`src/hdl/gcma_pkg.sv`:
```
// Package for the gravity compensated motion acceleration core.
// Holds widths, register indexes, controller command types and helper functions.
// Depends on nothing.
package gcma_pkg;

    localparam int unsigned FracQ = 28;
    localparam int unsigned CfgIdxW = 1;
    localparam int unsigned CfgDataW = 16;

    localparam logic [CfgIdxW-1:0] CfgLpfTime = 1'd0;
    localparam logic [CfgIdxW-1:0] CfgGravity = 1'd1;

    localparam logic [15:0] LpfTimeReset = 16'd8500;
    localparam logic [14:0] GravityReset = 15'd2511;

    // Controller states, one-hot.
    typedef enum logic [6:0] {
        t_S_IDLE   = 7'b0000001,
        t_S_MAT    = 7'b0000010,
        t_S_GRAV   = 7'b0000100,
        t_S_NUM    = 7'b0001000,
        t_S_DIV    = 7'b0010000,
        t_S_EARTH  = 7'b0100000,
        t_S_OUT    = 7'b1000000
    } t_state;

    // Commands from controller to datapath.
    typedef struct packed {
        logic       load;      // capture input item
        logic       mat;       // compute matrix entry at idx
        logic       grav;      // gravity product at idx
        logic       num;       // filter numerator at idx
        logic       div_start; // start divider for idx
        logic       div_step;  // one divider step
        logic       div_done;  // store quotient at idx
        logic       earth;     // accumulate earth product row idx, col jdx
        logic [1:0] idx;
        logic [3:0] mdx;       // matrix entry index 0..8
        logic [1:0] jdx;
    } t_cmd;

    typedef struct packed {
        logic den_zero;
    } t_status;

    // Saturate a 40 bit signed value to 16 bits.
    function automatic logic signed [15:0] sat16(input logic signed [39:0] v);
        logic signed [15:0] r;
        if (v > 40'sd32767) begin
            r = 16'sh7FFF;
        end else if (v < -40'sd32768) begin
            r = 16'sh8000;
        end else begin
            r = v[15:0];
        end
        return r;
    endfunction

    // Shift right by FracQ, rounding ties away from zero.
    function automatic logic signed [39:0] shr_round(input logic signed [63:0] v);
        logic [63:0] a;
        logic [63:0] s;
        logic signed [39:0] r;
        a = v[63] ? 64'(-v) : 64'(v);
        s = (a + (64'd1 << (FracQ - 1))) >> FracQ;
        r = v[63] ? -40'(signed'(s[39:0])) : 40'(signed'(s[39:0]));
        return r;
    endfunction

endpackage

```
`src/hdl/gcma_ctrl.sv`:
```
// Controller state machine: sequences matrix, gravity, filter division and
// earth rotation steps. Depends on gcma_pkg.
module gcma_ctrl (
    input  logic               i_clk,
    input  logic               i_rst_n,
    input  logic               i_in_valid,
    output logic               o_in_ready,
    output logic               o_out_valid,
    input  logic               i_out_ready,
    output gcma_pkg::t_cmd     o_cmd,
    input  gcma_pkg::t_status  i_status
);
    import gcma_pkg::*;

    t_state     r_state, n_state;
    logic [3:0] r_cnt, n_cnt;   // matrix entry index
    logic [1:0] r_idx, n_idx;
    logic [1:0] r_jdx, n_jdx;
    logic [5:0] r_step, n_step;

    assign o_in_ready  = (r_state == t_S_IDLE);
    assign o_out_valid = (r_state == t_S_OUT);

    // Next state and command decode.
    always_comb begin
        n_state = r_state;
        n_cnt   = r_cnt;
        n_idx   = r_idx;
        n_jdx   = r_jdx;
        n_step  = r_step;
        o_cmd   = '0;
        o_cmd.idx = r_idx;
        o_cmd.jdx = r_jdx;
        o_cmd.mdx = r_cnt;
        unique case (r_state)
            t_S_IDLE: begin
                if (i_in_valid) begin
                    o_cmd.load = 1'b1;
                    n_state = t_S_MAT;
                    n_cnt = '0;
                end
            end
            t_S_MAT: begin
                o_cmd.mat = 1'b1;
                if (r_cnt == 4'd8) begin
                    n_state = t_S_GRAV;
                    n_idx = '0;
                end else begin
                    n_cnt = r_cnt + 4'd1;
                end
            end
            t_S_GRAV: begin
                o_cmd.grav = 1'b1;
                if (r_idx == 2'd2) begin
                    n_idx = '0;
                    n_state = i_status.den_zero ? t_S_EARTH : t_S_NUM;
                    n_jdx = '0;
                end else begin
                    n_idx = r_idx + 2'd1;
                end
            end
            t_S_NUM: begin
                o_cmd.num = 1'b1;
                n_state = t_S_DIV;
                n_step = '0;
            end
            t_S_DIV: begin
                if (r_step == 6'd0) begin
                    o_cmd.div_start = 1'b1;
                    n_step = 6'd1;
                end else if (r_step == 6'd42) begin
                    o_cmd.div_done = 1'b1;
                    if (r_idx == 2'd2) begin
                        n_idx = '0;
                        n_jdx = '0;
                        n_state = t_S_EARTH;
                    end else begin
                        n_idx = r_idx + 2'd1;
                        n_state = t_S_NUM;
                    end
                end else begin
                    o_cmd.div_step = 1'b1;
                    n_step = r_step + 6'd1;
                end
            end
            t_S_EARTH: begin
                o_cmd.earth = 1'b1;
                if (r_jdx == 2'd2) begin
                    n_jdx = '0;
                    if (r_idx == 2'd2) begin
                        n_state = t_S_OUT;
                    end else begin
                        n_idx = r_idx + 2'd1;
                    end
                end else begin
                    n_jdx = r_jdx + 2'd1;
                end
            end
            t_S_OUT: begin
                if (i_out_ready) begin
                    n_state = t_S_IDLE;
                end
            end
            default: n_state = t_S_IDLE;
        endcase
    end

    always_ff @(posedge i_clk) begin
        if (!i_rst_n) begin
            r_state <= t_S_IDLE;
            r_cnt   <= '0;
            r_idx   <= '0;
            r_jdx   <= '0;
            r_step  <= '0;
        end else begin
            r_state <= n_state;
            r_cnt   <= n_cnt;
            r_idx   <= n_idx;
            r_jdx   <= n_jdx;
            r_step  <= n_step;
        end
    end
endmodule

```
`config.mk`:
```
export PLATFORM = sky130hd
export DESIGN_NAME = gcma_ctrl
export DESIGN_NICKNAME = d
export VERILOG_FILES = /design/src/hdl/gcma_pkg.sv /design/src/hdl/gcma_ctrl.sv
export SDC_FILE = /design/constraint.sdc
export NUM_CORES = 1
export LEC_CHECK = 0
export BUFFER_PORTS_ARGS = -buffer_cell sky130_fd_sc_hd__clkbuf_2
export CAP_MARGIN = 10
export CORE_UTILIZATION = 50
export DETAILED_ROUTE_END_ITERATION = 7
export GPL_TIMING_DRIVEN = 0
export PLACE_DENSITY = 0.71
export SYNTH_ARGS = -nofsm -noshare
export SYNTH_HDL_FRONTEND = slang
export SYNTH_SLANG_ARGS = --single-unit
```
`constraint.sdc`:
```
create_clock -name i_clk -period 1.6 [get_ports i_clk]
set_input_delay 0.08 -clock i_clk [delete_from_list [all_inputs] [get_ports i_clk]]
set_output_delay 0.08 -clock i_clk [all_outputs]
set_load 0.01 [all_outputs]
```
# Word-level counts from Yosys, hierarchy flattened
# Cells that the tools add are included.
# totals
ff_bits	21
word_cells	81
input_bits	5
output_inout_bits	18
# op_classes
n_reduce_logical	10
muxes	40
add_sub_neg	4
eq_ne	22
# ops
op	n
7-bit two-way mux	8
7-bit one-hot mux with 7 select lines	1
6-bit two-way mux	4
2-bit two-way mux	11
2-bit inequality test, second input constant	9
6-bit one-hot mux with 2 select lines	1
1-bit two-way mux	9
4-bit two-way mux	2
2-bit one-hot mux with 4 select lines	1
4-bit one-hot mux with 2 select lines	1
8-bit AND reduction	1
7-bit by 1-bit equality test with 1-bit output, second input constant	1
7-bit by 2-bit equality test with 1-bit output, second input constant	1
7-bit by 3-bit equality test with 1-bit output, second input constant	1
7-bit by 4-bit equality test with 1-bit output, second input constant	1
7-bit by 5-bit equality test with 1-bit output, second input constant	1
7-bit by 6-bit equality test with 1-bit output, second input constant	1
7-bit equality test, second input constant	1
6-bit by 1-bit adder with 6-bit output, second input constant	1
6-bit equality test, second input constant	1
6-bit logical NOT	1
2-bit one-hot mux with 3 select lines	1
3-bit AND reduction	2
6-bit AND reduction	1
other kinds (11)	14

# Depth between registers and ports, before layout
# Gate-level depths: netlist of the first run.
# logic_depth
depth_word	5
ltp_mapped	7
ltp_nobuf	7

# Worst setup path before layout of the first run
# Ideal clock, no wire load.
# synth_timing
path_type	register -> register
from	register r_state[3]
to	register r_state[0]
path_buffers	2
t_arrival_ns	1.517
setup_time_ns	0.116
stages_incl_launch_ff	8
synth_period_minus_slack_ns	1.633
path_slack_ns	-0.033
path_cell_list	dfxtp_1 buf_6 nor4_2 and3_4 buf_6 a21oi_2 and3_4 a41o_1
# synth_between
elab_chain_len	3
word_cells_on_any_way	17
classes_between	eq/ne (15); mux (1); reduce/logical (1)
# synth_lines
element	line_no	source
from (decl)	gcma_ctrl.sv:15	t_state r_state, n_state;
from (signal assigned)	gcma_ctrl.sv:110	r_state <= t_S_IDLE;
from (signal assigned)	gcma_ctrl.sv:116	r_state <= n_state;
7-bit by 6-bit equality test with 1-bit output (tied with other cells)	gcma_ctrl.sv:35	unique case (r_state)
2-bit inequality test (no source line) or 2-bit by 1-bit inequality test with 1-bit output (tied branches)	--	
8-bit AND reduction (no source line)	--	
# Several ways; a longest one is shown, not always the timed one.
# A chain may end at the register's enable or synchronous reset.

# Worst setup path after layout of the first run
# Same ends and word-level chain as after synthesis.

==> flow_summary.json, run 1 <==
{
  "cts-root-buf": "clkbuf_4",
  "start_kind": "flip-flop",
  "nets": 230,
  "final_common_cell": "buf_4",
  "r2r-end": "r_state[0]",
  "synthCells": 161,
  "worst-path-buf-inv": 1,
  "synth.distinct_cells": 49,
  "crit_family": "compound AO/OA/AOI/OAI gates",
  "skew_ns": 0.002687,
  "layout-drive-gt1-share": 0.5324,
  "r2r_cells": 6,
  "crit_required_ns": 1.82,
  "dp_worst_setup_slack_ns": -0.1751,
  "met2_length_um": 2201,
  "tritoncts": "done",
  "min_from": "i_out_ready",
  "power_density_mw_per_mm2": 1051,
  "drtIter0Drc": 72,
  "grtUsageTotal": 0.2700,
  "fin_tns_setup_ns": -0.8557,
  "crit_type": "reg2reg",
  "insertion_delay_ns": 0.31,
  "antenna_found_initial": 0,
  "finalCritPeriodShare": 1.056,
  "hpwl_um": 2267,
  "routed-via-count": 1504,
  "cp_slowest_cell": "dfxtp_4",
  "slew_headroom": 0.6604,
  "r2r_slack_ns": -0.09,
  "drc": 0,
  "max_stage_delay_ns": 0.40,
  "slew_violations": 0,
  "globalRouteOverflowTotal": 0,
  "dr_wl_met3_um": 309,
  "synth_seq_area_share": 0.3120,
  "cap_violations": 0,
  "ys_warn_count": 0,
  "syn-num-nets": 174,
  "tightest_slew_ns": 0.5094,
  "portBuffers": 21,
  "htreeDepth": 1,
  "drt-met1-wl_um": 1740,
  "diodes": 0,
  "ys_async_sr_fraction": 0,
  "outcome": "finished, violations left",
  "worst-path-stages": 6,
  "hold_path_end": "r_state[6]",
  "ys_ff_latch": 21,
  "hold_class": "in2reg",
  "setup_viol": 16,
  "die_area_mm2": 0.002907,
  "mostFrequentLayoutCells": "buf_4, clkbuf_2, nor2_1, nand2_1, dfxtp_1",
  "end_kind": "flip-flop",
  "maxUsedRoutingLayer": "met4",
  "path_cells": "clkbuf_2 > nor2_1 > nand2_1 > o32a_1 > and3_4 > a41o_1",
  "post-route-min-period_ns": 1.690,
  "die_width_um": 53.92,
  "synth_ff_type": "dfxtp_1",
  "grt_pass1_vias": 1217,
  "io_pins": 23,
  "chipHeight_um": 53.92,
  "core_mm2": 0.002522,
  "synth.largest_area_cell": "dfxtp_1",
  "cts_buffers": 3,
  "finalHoldViolations": 0,
  "place_congestion": 0.8845,
  "min_path_cells": 3,
  "routed_wl_um": 4350,
  "clk_path_buf_depth": 2,
  "rows": 18,
  "fmax_mhz": 591.8,
  "syn_to_final_growth_pct": 46.43,
  "rsz0062_at_grt": "true",
  "cts.sinks": 21,
  "worst-path-max-fanout": 5,
  "grt_max_degree": 13,
  "detail_route.vias_per_cell": 6.114,
  "start_util": 0.5342,
  "clkTransAtPathRegs_ns": 0.13,
  "synth.avg_cell_area_um2": 8.370,
  "ir_drop_mv": 1.155,
  "synth_area_mm2": 0.001348,
  "timing.final.ws_setup_ns": -0.08974,
  "p_total_uw": 2074,
  "violations": "negative setup slack",
  "arrival_ns": 1.91,
  "synth_area_leaders": "dfxtp_1, ha_1, nor2_1",
  "leakagePower_uw": 0.0008351,
  "whs_ns": 0.05530,
  "synth_top_area_frac": 0.3120,
  "synth_edf_count": 0,
  "antenna_left": 0,
  "wire_per_inst_um": 17.68,
  "firstDrtPassIters": 6,
  "grt_pass1_wl_um": 5526,
  "timing.rr.start": "r_state[3]"
}
cells by family (layout without fill, tap and decap cells):
kind of cell	count (synthesis)	after routing	synth area share
xor gates and xnor gates	8	8	0.05200
muxes	1	1	0.007428
DFF	21	21	0.3120
and+or+nand+nor	68	68	0.2813
AOI/OAI and AO/OA	36	36	0.1996
adders and majority gates	8	8	0.07428
buffers and inverters	19	74	0.07334
flip-flops by register name, summed over array words and instances, names as in the netlist:
register and cells:
r_state 7, r_jdx 2, r_idx 2, r_cnt 4, r_step 6
through the flow:
stage / cells / area (um2) / utilization
2_1_floorplan: 161 / 1370 / -
3_3_place_gp: 212 / 1513 / 0.5997
3_5_place_dp: 212 / 1513 / 0.5997
4_1_cts: 233 / 1758 / 0.6969
5_1_grt: 246 / 1973 / 0.7822
6_report: 246 / 1973 / 0.7822
routing by layer:
metal,GRT usage,vias to the layer above
met5,0,-
met4,0.1272,0
met3,0.02542,12
met2,0.4527,85
met1,0.3435,714
li1,-,693
power by group:
part           switching (uW)  leakage [uW]  internal [uW]
sequential                109      0.000177            589
combinational             560      0.000641            540
clock                     181     0.0000177           93.6
worst reg2reg max path, delay by kind of cell (launching register included):
kind            cells  cell delay (ns)
simple gates        3             0.45
compound gates      2             0.60
buf+inv             1             0.15
flops               1             0.40
cells in the mapped netlist (all sizes together) (2+ instances only):
library cell  number
o21ai              5
a22o               2
o211ai             2
xnor2              2
a21oi              8
and3               6
nand4              4
nor2b              3
a311oi             2
xor2               6
inv               11
nand2             14
nand3              5
dfxtp             21
nor4b              4
nand2b             3
ha                 8
nor2              18
o2111ai            2
a31oi              2
o311a              2
buf                6
nor3               5
worst max path at each step:
| stage | from | slack, ns | to |
|---|---|---|---|
| after detailed placement | r_step[0] | -0.18 | r_idx[1] |
| after global routing | r_state[4] | -0.15 | r_state[0] |
| after CTS | r_state[1] | -0.08 | o_cmd[10] |
| after floorplan | r_step[0] | 0.004 | r_idx[0] |
| after global placement | r_step[0] | -0.15 | r_idx[0] |
| final | r_state[3] | -0.09 | r_state[0] |
area by class of cell:
type | instances | area, um2
tap | 30 | 37.54
clock inverter | 1 | 5.005
inverter | 12 | 45.04
clock buffer | 3 | 22.52
multi-input combinational | 121 | 1005
fill | 171 | 549.3
timing repair buffer | 56 | 395.4
sequential | 21 | 447.9
buffer | 2 | 15.01
timing repair:
item                       4_1_cts  5_1_grt
setup buffers                   19       16
hold buffers                     0        0
pin swaps                       12       28
setup endpoints to repair       19       23
gates resized for setup         29       39
Note: power is estimated with default switching activity, not from simulation.
==> run 2: changes to the inputs <==
Settings changed: CORE_UTILIZATION 50 to 55, GPL_ROUTABILITY_DRIVEN set to 0, PLACE_DENSITY 0.71 to 0.74.
Clock period 1.6 ns to 2.04 ns, I/O delays scaled along.
==> run 2 against run 1 <==
  * The run now ends clean
  * Total power decreased by 39%
  * Wire length shrank 27%
  * Via count shrank 15%
  * Clock skew fell by 0.0020 ns
  * Non-clock buffer count fell by 30
  * First-iteration DRC count decreased by 43%
  * Die area down 8.8%
  * Flip-flop and latch count stayed put
  * Sequential share of layout area is 4.9 points higher
  * Critical path type is now reg2out
==> flow_summary.json, run 2 (same netlist as run 1, synthesis figures left out) <==
{
  "hpwl_um": 2421,
  "io_pins": 23,
  "detail_route.vias_per_cell": 5.991,
  "drc": 0,
  "grt_max_degree": 12,
  "arrival_ns": 1.78,
  "rows": 17,
  "core_mm2": 0.002255,
  "worst-path-max-fanout": 10,
  "tritoncts": "done",
  "largest_reg_flops": 7,
  "skew_ns": 0.0007128,
  "ir_drop_mv": 0.7467,
  "largestRegisters": "r_state (7), r_step (6), r_cnt (4)",
  "antenna_found_initial": 0,
  "start_kind": "flip-flop",
  "power_density_mw_per_mm2": 827.2,
  "htreeDepth": 1,
  "antenna_left": 0,
  "nets": 200,
  "nFillCells": 204,
  "end_kind": "output port",
  "mostFrequentLayoutCells": "clkbuf_2, dfxtp_1, nor2_1, nand2_1, inv_1",
  "cts.sinks": 21,
  "routed_wl_um": 3172,
  "fmax_mhz": 532.7,
  "portBuffers": 21,
  "start_util": 0.5977,
  "leakagePower_uw": 0.0006449,
  "firstDrtPassIters": 4,
  "die_width_um": 51.50,
  "outcome": "complete, no violations",
  "insertion_delay_ns": 0.30,
  "globalRouteOverflowTotal": 0,
  "clkTransAtPathRegs_ns": 0.12,
  "cts-root-buf": "clkbuf_4",
  "ctsHoldBuffers": 0,
  "syn_to_final_growth_pct": 13.00,
  "grt_pass1_wl_um": 5195,
  "slew_headroom": 0.5498,
  "crit_required_ns": 1.94,
  "drtIter0Drc": 41,
  "finalHoldViolations": 0,
  "fin_tns_setup_ns": 0,
  "tightest_slew_ns": 0.6696,
  "crit_type": "reg2out",
  "p_total_uw": 1260,
  "top_register": "r_state",
  "rsz0062_at_grt": "false",
  "cts_buffers": 3,
  "cap_violations": 0,
  "die_area_mm2": 0.002652,
  "place_inst": 210,
  "setup_viol": 0,
  "grt_pass1_vias": 1180,
  "diodes": 0,
  "clk_path_buf_depth": 2,
  "routed-via-count": 1282,
  "post-route-min-period_ns": 1.877,
  "grtUsageTotal": 0.2639,
  "chipHeight_um": 51.50,
  "slew_violations": 0,
  "hold_class": "in2reg",
  "instances_no_fill": 214,
  "wire_per_inst_um": 14.82,
  "finalCritPeriodShare": 0.9201,
  "layout-drive-gt1-share": 0.2043
}
## run 2: changes by cell type in the layout (fill, tap and decap cells not counted), sizes merged
| cell | change |
|---|---|
| clkbuf | +3 |
| clkinv | -1 |
| buf | -32 |
## run 2: final timing paths
path	slack (ns)	start	endpoint	cells past startpoint
worst max register to register	0.20	r_state[6]	r_state[0]	5
worst min-delay path	0.07	i_out_ready	r_state[6]	3
worst min register to register	0.51	r_step[0]	r_step[0]	2
worst max-delay path	0.16	r_state[2]	o_cmd[10]	7
## run 2: critical path, stage by stage, from the launching register on
cell and delay [ns]:
dfxtp_1 0.32, buf_4 0.17, nor2_1 0.27, and3_4 0.24
buf_6 0.12, nand2_1 0.09, nor2_1 0.11, clkbuf_2 0.13
## run 2: repair_timing
action                                  in CTS  in global routing
endpoints found under the setup margin       0                  4
hold endpoints to repair                     0                  0
buffers inserted                             0                  0
gates resized for setup                      0                  2
## run 2: cell type report
| type | count | area [um2] | share of cell area |
|---|---|---|---|
| clock buffers | 4 | 26.28 | 0.01726 |
| repair buffers | 21 | 105.1 | 0.06902 |
| well taps | 28 | 35.03 | 0.02301 |
| inverters | 12 | 45.04 | 0.02958 |
| multi-input cells | 121 | 837.1 | 0.5497 |
| plain buffers | 7 | 53.80 | 0.03533 |
| flip-flops and latches | 21 | 420.4 | 0.2761 |
## run 2: power by group
part           leakage, uW  internal [uW]  switching, uW
Sequential        0.000170            452           39.6
Combinational     0.000460            229            335
Clock            0.0000150           76.4            128
Total             0.000645            757            503
## run 2: metrics by stage
step	hold WS, ns	instance area, um2	utilization	worst slack (ns)
after floorplan	0.2795	1348	-	0.4069
after CTS	0.06712	1514	0.6715	0.09171
after global placement	0.3954	1488	0.6598	0.2230
final	0.07339	1523	0.6754	0.1629
after detailed placement	0.4023	1488	0.6598	0.1235
after global routing	0.05512	1523	0.6754	0.04434
## run 2: routing by layer
| metal | GRT usage | share of wire | vias to the layer above |
|---|---|---|---|
| met1 | 0.3309 | 0.46 | 613 |
| met4 | 0.1081 | 0.014 | 0 |
| li1 | - | - | 632 |
| met5 | 0 | 0 | - |
| met2 | 0.4481 | 0.50 | 32 |
| met3 | 0.04094 | 0.034 | 5 |
